--- src/rtl/fpfa_pkg.sv ---
`timescale 1ns / 1ps

package fpfa_pkg;

	// Default build of the partition table
	localparam int PARTITIONS_DEF = 128;
	localparam int SIZE_BITS_DEF  = 16;

	// Fixed widths of the transaction fields
	localparam int STRAT_W  = 2;
	localparam int PIDX_W   = 7;
	localparam int SIZE_W   = 16;
	localparam int STATUS_W = 2;

	typedef logic [STRAT_W-1:0]  strategy_t;
	typedef logic [STATUS_W-1:0] status_t;

	// Request kinds
	localparam logic REQ_LOAD  = 1'b0;
	localparam logic REQ_ALLOC = 1'b1;

	// Allocation rules; the remaining code fits nothing
	localparam strategy_t STRAT_FIRST = 2'd0;
	localparam strategy_t STRAT_BEST  = 2'd1;
	localparam strategy_t STRAT_WORST = 2'd2;

	// Result codes
	localparam status_t STAT_LOADED  = 2'd0;
	localparam status_t STAT_GRANTED = 2'd1;
	localparam status_t STAT_NOFIT   = 2'd2;

	// Sequencer to scanner control
	typedef struct packed {
		logic      clear;
		logic      sample;
		strategy_t strategy;
	} scan_ctl_t;

endpackage

--- src/rtl/fpfa_if.sv ---
`timescale 1ns / 1ps

interface fpfa_req_if;
	import fpfa_pkg::*;

	logic              valid;
	logic              ready;
	logic              req_type;
	strategy_t         strategy;
	logic [PIDX_W-1:0] partition_index;
	logic [SIZE_W-1:0] new_size;
	logic [SIZE_W-1:0] request_size;

	modport source (
		output valid, req_type, strategy, partition_index, new_size, request_size,
		input  ready
	);
	modport sink (
		input  valid, req_type, strategy, partition_index, new_size, request_size,
		output ready
	);
endinterface

interface fpfa_rsp_if;
	import fpfa_pkg::*;

	logic              valid;
	logic              ready;
	status_t           status;
	logic [PIDX_W-1:0] block_index;

	modport source (
		output valid, status, block_index,
		input  ready
	);
	modport sink (
		input  valid, status, block_index,
		output ready
	);
endinterface

--- src/rtl/fpfa_store.sv ---
`timescale 1ns / 1ps

module fpfa_store #(
	parameter int DEPTH = 128,
	parameter int WIDTH = 17,
	parameter int AW    = 7
) (
	input  logic             clk,
	input  logic             we,
	input  logic [AW-1:0]    waddr,
	input  logic [WIDTH-1:0] wdata,
	input  logic             re,
	input  logic [AW-1:0]    raddr,
	output logic [WIDTH-1:0] rdata
);
	logic [WIDTH-1:0] mem_q [DEPTH];
	logic [WIDTH-1:0] rdata_q;

	// Write one entry, read one entry with registered data
	always_ff @(posedge clk) begin
		if (we) begin
			mem_q[waddr] <= wdata;
		end
		if (re) begin
			rdata_q <= mem_q[raddr];
		end
	end

	assign rdata = rdata_q;

endmodule

--- src/rtl/fpfa_scan.sv ---
`timescale 1ns / 1ps

module fpfa_scan #(
	parameter int IDX_W     = 7,
	parameter int SIZE_BITS = 16
) (
	input  logic                        clk,
	input  logic                        arst_n,
	input  fpfa_pkg::scan_ctl_t         ctl,
	input  logic [fpfa_pkg::SIZE_W-1:0] need,
	input  logic [IDX_W-1:0]            addr,
	input  logic                        taken,
	input  logic [SIZE_BITS-1:0]        size,
	output logic                        found,
	output logic [IDX_W-1:0]            best_idx,
	output logic [SIZE_BITS-1:0]        best_size
);
	import fpfa_pkg::*;

	localparam int CMP_W = (SIZE_BITS > SIZE_W) ? SIZE_BITS : SIZE_W;

	logic                 found_q;
	logic [IDX_W-1:0]     best_idx_q;
	logic [SIZE_BITS-1:0] best_size_q;
	logic                 fit;
	logic                 better;
	logic                 take;

	// Entry is free and large enough
	assign fit = !taken && (CMP_W'(size) >= CMP_W'(need));

	// Strict improvement keeps ties on the lowest index
	always_comb begin
		unique case (ctl.strategy)
			STRAT_BEST:  better = size < best_size_q;
			STRAT_WORST: better = size > best_size_q;
			default:     better = 1'b0;
		endcase
	end

	assign take = ctl.sample && fit && (!found_q || better);

	// Track the chosen entry over the sweep
	always_ff @(posedge clk or negedge arst_n) begin
		if (!arst_n) begin
			found_q <= 1'b0;
		end else if (ctl.clear) begin
			found_q <= 1'b0;
		end else if (take) begin
			found_q <= 1'b1;
		end
	end

	always_ff @(posedge clk) begin
		if (take) begin
			best_idx_q  <= addr;
			best_size_q <= size;
		end
	end

	assign found     = found_q;
	assign best_idx  = best_idx_q;
	assign best_size = best_size_q;

`ifndef SYNTHESIS
	a_found_drops_on_clear: assert property (@(posedge clk) disable iff (!arst_n)
		$fell(found_q) |-> $past(ctl.clear))
		else $error("scan result lost without a clear");
	a_found_needs_free: assert property (@(posedge clk) disable iff (!arst_n)
		$rose(found_q) |-> $past(ctl.sample && !taken))
		else $error("scan picked a taken or unsampled entry");
	a_taken_ignored: assert property (@(posedge clk) disable iff (!arst_n)
		(ctl.sample && taken && !found_q) |=> !found_q)
		else $error("taken entry raised the scan result");
`endif

endmodule

--- src/rtl/fixed_partition_fit_allocator_unit.sv ---
`timescale 1ns / 1ps

// Fixed-partition allocator: a table of PARTITIONS entries, each a size of SIZE_BITS and a taken
// mark, held in one single-port-read, single-port-write memory. After reset a clearing pass
// writes every entry to zero, during which no request transaction is taken. A load
// transaction writes its entry on acceptance if its index lies in the table, and its result
// then passes through the hand-off state into the output register; an allocate transaction
// with an undefined rule takes the same path and answers "no fit". A first, best or worst fit
// allocation sweeps the whole table one entry per cycle through the memory read port, then
// passes through the drain state and the commit state, which writes the taken mark, to the
// hand-off state. One transaction is in work at a time; a finished result waits in the output
// register while the next request is accepted.
module fixed_partition_fit_allocator_unit #(
	parameter int PARTITIONS = fpfa_pkg::PARTITIONS_DEF,
	parameter int SIZE_BITS  = fpfa_pkg::SIZE_BITS_DEF
) (
	input logic        clk,
	input logic        arst_n,
	fpfa_req_if.sink   req,
	fpfa_rsp_if.source rsp
);
	import fpfa_pkg::*;

	localparam int IDX_W = (PARTITIONS > 1) ? $clog2(PARTITIONS) : 1;
	localparam int ENT_W = SIZE_BITS + 1;
	localparam logic [IDX_W-1:0] LAST = IDX_W'(PARTITIONS - 1);

	localparam logic [2:0] ST_CLEAR  = 3'd0;
	localparam logic [2:0] ST_IDLE   = 3'd1;
	localparam logic [2:0] ST_SCAN   = 3'd2;
	localparam logic [2:0] ST_DRAIN  = 3'd3;
	localparam logic [2:0] ST_COMMIT = 3'd4;
	localparam logic [2:0] ST_WAIT   = 3'd5;

	logic [2:0]        state_q;
	logic [IDX_W-1:0]  cnt_q;
	strategy_t         strategy_q;
	logic [SIZE_W-1:0] need_q;
	logic              rd_valid_s1;
	logic [IDX_W-1:0]  rd_addr_s1;
	status_t           pend_status_q;
	logic [PIDX_W-1:0] pend_index_q;
	logic              out_valid_q;
	status_t           out_status_q;
	logic [PIDX_W-1:0] out_index_q;

	logic              acc;
	logic              slot_free;
	logic              load_in_range;
	logic              mem_we;
	logic [IDX_W-1:0]  mem_waddr;
	logic [ENT_W-1:0]  mem_wdata;
	logic              mem_re;
	logic [IDX_W-1:0]  mem_raddr;
	logic [ENT_W-1:0]  mem_rdata;

	scan_ctl_t            scan_ctl;
	logic                 found;
	logic [IDX_W-1:0]     best_idx;
	logic [SIZE_BITS-1:0] best_size;

	assign req.ready     = (state_q == ST_IDLE);
	assign acc           = req.valid && req.ready;
	assign slot_free     = !out_valid_q || rsp.ready;
	assign load_in_range = 32'(req.partition_index) < PARTITIONS;

	// Drive the memory ports from the sequencer state
	always_comb begin
		mem_we    = 1'b0;
		mem_waddr = cnt_q;
		mem_wdata = '0;
		mem_re    = 1'b0;
		mem_raddr = cnt_q;
		unique case (state_q)
			ST_CLEAR: begin
				mem_we = 1'b1;
			end
			ST_IDLE: begin
				if (acc && req.req_type == REQ_LOAD && load_in_range) begin
					mem_we    = 1'b1;
					mem_waddr = IDX_W'(req.partition_index);
					mem_wdata = {1'b0, SIZE_BITS'(req.new_size)};
				end
			end
			ST_SCAN: begin
				mem_re = 1'b1;
			end
			ST_COMMIT: begin
				if (found) begin
					mem_we    = 1'b1;
					mem_waddr = best_idx;
					mem_wdata = {1'b1, best_size};
				end
			end
			default: begin
			end
		endcase
	end

	fpfa_store #(
		.DEPTH (PARTITIONS),
		.WIDTH (ENT_W),
		.AW    (IDX_W)
	) u_store (
		.clk   (clk),
		.we    (mem_we),
		.waddr (mem_waddr),
		.wdata (mem_wdata),
		.re    (mem_re),
		.raddr (mem_raddr),
		.rdata (mem_rdata)
	);

	// Feed each returned entry to the scanner
	assign scan_ctl.clear    = acc && req.req_type == REQ_ALLOC;
	assign scan_ctl.sample   = rd_valid_s1;
	assign scan_ctl.strategy = strategy_q;

	fpfa_scan #(
		.IDX_W     (IDX_W),
		.SIZE_BITS (SIZE_BITS)
	) u_scan (
		.clk       (clk),
		.arst_n    (arst_n),
		.ctl       (scan_ctl),
		.need      (need_q),
		.addr      (rd_addr_s1),
		.taken     (mem_rdata[ENT_W-1]),
		.size      (mem_rdata[SIZE_BITS-1:0]),
		.found     (found),
		.best_idx  (best_idx),
		.best_size (best_size)
	);

	// Sequence clear, scan, commit and result hand-off
	always_ff @(posedge clk or negedge arst_n) begin
		if (!arst_n) begin
			state_q     <= ST_CLEAR;
			cnt_q       <= '0;
			rd_valid_s1 <= 1'b0;
			out_valid_q <= 1'b0;
		end else begin
			rd_valid_s1 <= mem_re;
			unique case (state_q)
				ST_CLEAR: begin
					cnt_q <= cnt_q + 1'b1;
					if (cnt_q == LAST) begin
						cnt_q   <= '0;
						state_q <= ST_IDLE;
					end
				end
				ST_IDLE: begin
					if (acc) begin
						if (req.req_type == REQ_LOAD || req.strategy > STRAT_WORST) begin
							state_q <= ST_WAIT;
						end else begin
							cnt_q   <= '0;
							state_q <= ST_SCAN;
						end
					end
				end
				ST_SCAN: begin
					cnt_q <= cnt_q + 1'b1;
					if (cnt_q == LAST) begin
						cnt_q   <= '0;
						state_q <= ST_DRAIN;
					end
				end
				ST_DRAIN: begin
					state_q <= ST_COMMIT;
				end
				ST_COMMIT: begin
					state_q <= ST_WAIT;
				end
				ST_WAIT: begin
					if (slot_free) begin
						state_q <= ST_IDLE;
					end
				end
				default: begin
					state_q <= ST_IDLE;
				end
			endcase
			if (state_q == ST_WAIT && slot_free) begin
				out_valid_q <= 1'b1;
			end else if (rsp.ready) begin
				out_valid_q <= 1'b0;
			end
		end
	end

	// Hold request fields, pending result and output payload
	always_ff @(posedge clk) begin
		rd_addr_s1 <= mem_raddr;
		if (acc) begin
			strategy_q <= req.strategy;
			need_q     <= req.request_size;
			if (req.req_type == REQ_LOAD) begin
				pend_status_q <= STAT_LOADED;
				pend_index_q  <= req.partition_index;
			end else begin
				pend_status_q <= STAT_NOFIT;
				pend_index_q  <= '0;
			end
		end
		if (state_q == ST_COMMIT && found) begin
			pend_status_q <= STAT_GRANTED;
			pend_index_q  <= PIDX_W'(best_idx);
		end
		if (state_q == ST_WAIT && slot_free) begin
			out_status_q <= pend_status_q;
			out_index_q  <= pend_index_q;
		end
	end

	assign rsp.valid       = out_valid_q;
	assign rsp.status      = out_status_q;
	assign rsp.block_index = out_index_q;

`ifndef SYNTHESIS
	a_out_from_wait: assert property (@(posedge clk) disable iff (!arst_n)
		$rose(out_valid_q) |-> $past(state_q == ST_WAIT))
		else $error("result raised outside the hand-off state");
	a_scan_in_range: assert property (@(posedge clk) disable iff (!arst_n)
		(state_q == ST_SCAN) |-> (32'(cnt_q) < PARTITIONS))
		else $error("scan address beyond the table");
	a_commit_marks: assert property (@(posedge clk) disable iff (!arst_n)
		(state_q == ST_COMMIT && found) |-> (mem_we && mem_waddr == best_idx))
		else $error("granted partition not marked taken");
	a_accept_leaves_idle: assert property (@(posedge clk) disable iff (!arst_n)
		acc |=> (state_q == ST_SCAN || state_q == ST_WAIT))
		else $error("accepted transaction not taken into work");
`endif

endmodule

--- src/flat_wrapper.sv ---
// flat-port wrapper written by rule: the top's interface ports become plain ports
module fixed_partition_fit_allocator_unit_flat import fpfa_pkg::*;
#(
	parameter int PARTITIONS = fpfa_pkg::PARTITIONS_DEF,
	parameter int SIZE_BITS  = fpfa_pkg::SIZE_BITS_DEF
)
  (clk, arst_n, req_valid, req_req_type, req_strategy, req_partition_index, req_new_size, req_request_size, req_ready, rsp_valid, rsp_status, rsp_block_index, rsp_ready);
  fpfa_req_if req_i ();
  fpfa_rsp_if rsp_i ();
  input logic clk;
  input logic arst_n;
  input wire logic [$bits(req_i.valid)-1:0] req_valid;
  input wire logic [$bits(req_i.req_type)-1:0] req_req_type;
  input wire logic [$bits(req_i.strategy)-1:0] req_strategy;
  input wire logic [$bits(req_i.partition_index)-1:0] req_partition_index;
  input wire logic [$bits(req_i.new_size)-1:0] req_new_size;
  input wire logic [$bits(req_i.request_size)-1:0] req_request_size;
  output wire logic [$bits(req_i.ready)-1:0] req_ready;
  output wire logic [$bits(rsp_i.valid)-1:0] rsp_valid;
  output wire logic [$bits(rsp_i.status)-1:0] rsp_status;
  output wire logic [$bits(rsp_i.block_index)-1:0] rsp_block_index;
  input wire logic [$bits(rsp_i.ready)-1:0] rsp_ready;
  assign req_i.valid = req_valid;
  assign req_i.req_type = req_req_type;
  assign req_i.strategy = req_strategy;
  assign req_i.partition_index = req_partition_index;
  assign req_i.new_size = req_new_size;
  assign req_i.request_size = req_request_size;
  assign req_ready = req_i.ready;
  assign rsp_valid = rsp_i.valid;
  assign rsp_status = rsp_i.status;
  assign rsp_block_index = rsp_i.block_index;
  assign rsp_i.ready = rsp_ready;
  fixed_partition_fit_allocator_unit #(.PARTITIONS(PARTITIONS), .SIZE_BITS(SIZE_BITS)) u_core (.clk(clk), .arst_n(arst_n), .req(req_i), .rsp(rsp_i));
endmodule
--- config.mk ---
export PLATFORM = sky130hd
export DESIGN_NAME = fixed_partition_fit_allocator_unit_flat
export DESIGN_NICKNAME = d
export VERILOG_FILES = /design/src/rtl/fpfa_pkg.sv /design/src/rtl/fpfa_if.sv /design/src/rtl/fpfa_store.sv /design/src/rtl/fpfa_scan.sv /design/src/rtl/fixed_partition_fit_allocator_unit.sv /design/src/flat_wrapper.sv
export SDC_FILE = /design/constraint.sdc
export NUM_CORES = 2
export LEC_CHECK = 0
export ABC_AREA = 0
export ABC_CLOCK_PERIOD_IN_PS = 17600
export BUFFER_PORTS_ARGS = -buffer_cell sky130_fd_sc_hd__buf_2
export CAP_MARGIN = 30
export CORE_ASPECT_RATIO = 1.1
export CORE_UTILIZATION = 45
export CTS_BUF_LIST = sky130_fd_sc_hd__clkbuf_8 sky130_fd_sc_hd__clkbuf_16
export DETAILED_ROUTE_END_ITERATION = 16
export PLACE_DENSITY = 0.69
export SYNTH_ARGS = -nofsm -noshare
export SYNTH_HDL_FRONTEND = slang
export SYNTH_SLANG_ARGS = --single-unit
--- constraint.sdc ---
create_clock -name clk -period 17.6 [get_ports clk]
set_clock_uncertainty 0.15 [all_clocks]
set_input_delay 1.76 -clock clk [delete_from_list [all_inputs] [get_ports clk]]
set_output_delay 1.76 -clock clk [all_outputs]
set_load 0.05 [all_outputs]
==> key figures <==
Die
  – Die ar.: 0.198 sq mm
  – Ports: 57
  – FP Rows: 169
  – Total core area: 0.194 sq mm
  – Initial core utilization: 45.5%
  – Die Height: 466 microns
  – Die width: 424 microns

GRT
  – Global-route wire length before repair: 321000 microns
  – Vias in the first global route: 44100
  – Grt total ovfl: 0
  – Largest net degree at the start of global routing: 126
  – Global-route usage over all layers: 22.7%
  – Initial antenna violation count: 7

Logic synthesis
  – Post-synth EDFFs: 2250
  – Sequential cell area fraction in the yosys report: 77.3%
  – YS warnings: 0
  – Post-Syn Area: 0.0881 sq mm
  – Most used DFF post-synth: edfxtp_1
  – Async set-reset flop share out of synthesis: 0.572%
  – Yosys reg bits: 2272
  – Mapped Nets: 4277
  – Cells after Synth: 4196
  – Netlist cell types: 51
  – Average cell area after synthesis: 21.0 sq um

Routing
  – DRT Pass-1 Iters: 6
  – WL met3: 19300 microns
  – DR top layer: met5
  – Total number of vias: 44300
  – Final wirelength: 225000 microns
  – Initial DRC count: 6225
  – WL met2: 110000 microns
  – Routed len/inst: 31.3 microns
  – Antenna viol nets, final: 0
  – Via density: 6.15
  – M1 WL: 83500 microns
  – Remaining DRCs: 0

Run
  – Max-Cap Viols: 0

STA
  – Setup tns final: 0 ns
  – Setup-failing EPs final: 0
  – Tcrit/Tclk final: 35.8%
  – Unrepaired setup endpoints after global routing: false
  – Tmin final: 6.30 ns
  – Final Max Tran Viols: 0
  – Worst Setup Slack, final: 11.30 ns
  – Relative slew slack: 31.1%
  – Final Hold Vio Count: 0
  – Max Clock Freq: 0.159 GHz
  – Slew of the pin with the lowest slew margin: 1.03 ns

Worst hold path
  – Hold Path Class: reg2reg

Clock network
  – H-tree Lvls: 4
  – Clock Latency Late Sink: 0.86 ns
  – Worst-path clk slew: 0.07 ns
  – Post-CTS resize count: 0
  – TritonCTS clock tree: built
  – # clock sinks: 2272
  – CTS Buf Count: 214
  – Post-CTS Setup Bufs: 0
  – Hold_buf cts: 0
  – Longest Clk Path Bufs: 3
  – Root buffer cell: clkbuf_16

Finish
  – Final net count: 4536
  – Share of layout cells above drive strength 1: 24.3%
  – Final cell count without fillers: 7200
  – Syn-to-layout area delta: 13.4%

Setup path
  – Arr. time, crit path: 6.73 ns
  – CP Launch Type: flop
  – WP data required: 18.03 ns
  – Most frequent cell on the critical path: buf_4
  – Largest stage delay, worst path: 0.86 ns
  – Crit-path cells: buf_4 -> buf_4 -> buf_4 -> buf_4 -> mux4_2 -> mux2i_1 -> o2111ai_1 -> a221oi_1 -> a31oi_1
  – Crit end category: flop
  – Slowest CP cell: buf_4
  – Crit Path Class: reg2reg
  – Worst-path maximum fanout: 49

Power
  – Worst VDD drop: 162 uV
  – Total power: 0.0139 W
  – Leak: 32.0 nW
  – PD cells: 139 mW/mm^2

Placed design
  – I/O Buffers: 56
  – Gpl congestion: 0.860
  – Final HPWL DP: 133000 microns
  – Pre-CTS setup slack: 11.19 ns
  – Dpl cells: 6797

Status
  – Status: completed
-- registers in the layout, summed over array words and instances, names as in the netlist --
register / flops
u_core.u_scan.best_idx: 7
u_core.rd_valid_s1: 1
u_core.strategy_q: 2
u_core.rsp.valid: 1
u_core.state_q: 3
u_core.rd_addr_s1: 7
u_core.cnt_q: 7
u_core.pend_index_q: 7
u_core.rsp.block_index: 7
u_core.u_store.rdata: 17
u_core.u_scan.found: 1
u_core.u_store.mem_q: 2176
u_core.rsp.status: 2
u_core.u_scan.best_size: 16
u_core.need_q: 16
u_core.pend_status_q: 2
-- cells by family after synthesis --
kind of cell / count (synthesis) / synth area share (%)
adders and majority gates: 35 / 0.497
and+or+nand+nor: 468 / 2.34
muxes: 781 / 15.4
DFF: 2272 / 77.3
buffers and inverters: 267 / 1.44
AOI/OAI and AO/OA: 373 / 3.02
-- synth_stat cells, types with 3 or more instances --
cell type / number / area (sq um)
o31ai_1: 6 / 45.0
a21oi_1: 30 / 150
o22ai_1: 3 / 18.8
a21o_1: 16 / 120
nand2b_1: 9 / 56.3
buf_1: 21 / 78.8
dfxtp_1: 9 / 180
mux2i_1: 320 / 3200
nand4_1: 46 / 288
o221ai_1: 8 / 70.1
a22oi_1: 62 / 465
mux4_2: 461 / 10400
o21ai_0: 72 / 360
a211oi_1: 11 / 82.6
nor3_1: 8 / 40.0
ha_1: 35 / 438
nor2b_1: 18 / 113
a31oi_1: 21 / 131
o2111ai_1: 17 / 149
o21a_1: 3 / 22.5
buf_2: 56 / 280
inv_1: 37 / 139
nor2_1: 161 / 604
clkbuf_1: 108 / 405
nand2_1: 194 / 728
nand3_1: 10 / 50.1
a22o_1: 23 / 201
and2_1: 9 / 56.3
edfxtp_1: 2250 / 67600
buf_6: 8 / 90.1
buf_4: 36 / 270
a41oi_1: 10 / 87.6
dfrtp_1: 13 / 325
o211ai_1: 43 / 323
a221o_1: 4 / 40.0
a221oi_1: 39 / 342
-- report_power, final --
part	internal [W]	switching, W
clock	0.00251	0.00200
sequential	0.00615	0.0000938
combinational	0.00129	0.00188
-- placed cells by master, fill, tap and decap left out, types with 56 or more instances in the layout --
cell type     n
clkinv_1     57
a22oi_1      62
mux4_2      461
buf_2        59
edfxtp_1   2250
o21ai_0      72
nand2_1     190
inv_1        78
mux2i_1     320
nor2_2       56
buf_4       162
clkbuf_16   217
nor2_1      104
-- final timing paths --
kind,start,to,slack [ns],cells after the start
min in group asynchronous,arst_n,u_core.rsp.valid$_DFFE_PN0P_,0.67,1
worst max-delay path,u_core.cnt_q[0]$_DFFE_PN0P_,u_core.u_store.rdata[15]$_DFFE_PP_,11.30,9
max in group asynchronous,arst_n,u_core.cnt_q[0]$_DFFE_PN0P_,16.31,1
worst max register to register,u_core.cnt_q[0]$_DFFE_PN0P_,u_core.u_store.rdata[15]$_DFFE_PP_,11.30,9
worst min-delay path,u_core.rd_addr_s1[0]$_DFF_P_,u_core.u_scan.best_idx[0]$_DFFE_PP_,0.25,0
worst min register to register,u_core.rd_addr_s1[0]$_DFF_P_,u_core.u_scan.best_idx[0]$_DFFE_PP_,0.25,0
-- area by class of cell --
cell class              instances  area (sq um)
repair buffers                272          2460
well taps                    2565          3210
diodes                          2          5.00
inverters                      38           143
fillers                     15000         93800
flip-flops and latches       2272         68100
clock buffers                 222          5500
multi-input cells            1657         19100
clock inverters               172          1390
-- metal layers --
metal	track usage [%]	vias up
met5	0	-
met4	11.3	4
met3	3.94	483
met2	36.8	2398
met1	29.8	23400
li1	-	18000
-- through the flow --
stage	hold WS, ns	instance area [sq um]	utilization [%]
4_1_cts	0.256	99700	51.5
3_3_place_gp	0.237	92100	47.5
5_1_grt	0.268	99900	51.6
3_5_place_dp	0.239	92800	47.9
2_1_floorplan	0.195	88100	-
6_report	0.247	99900	51.6
-- worst max-delay path, delay by kind of cell (launching register included) --
family                 cells  cell delay [ns]
DFF                        1             0.82
buffers and inverters      4             3.11
muxes                      2             0.78
AOI/OAI and AO/OA          3             0.95
(Power assumes the default switching activity.)
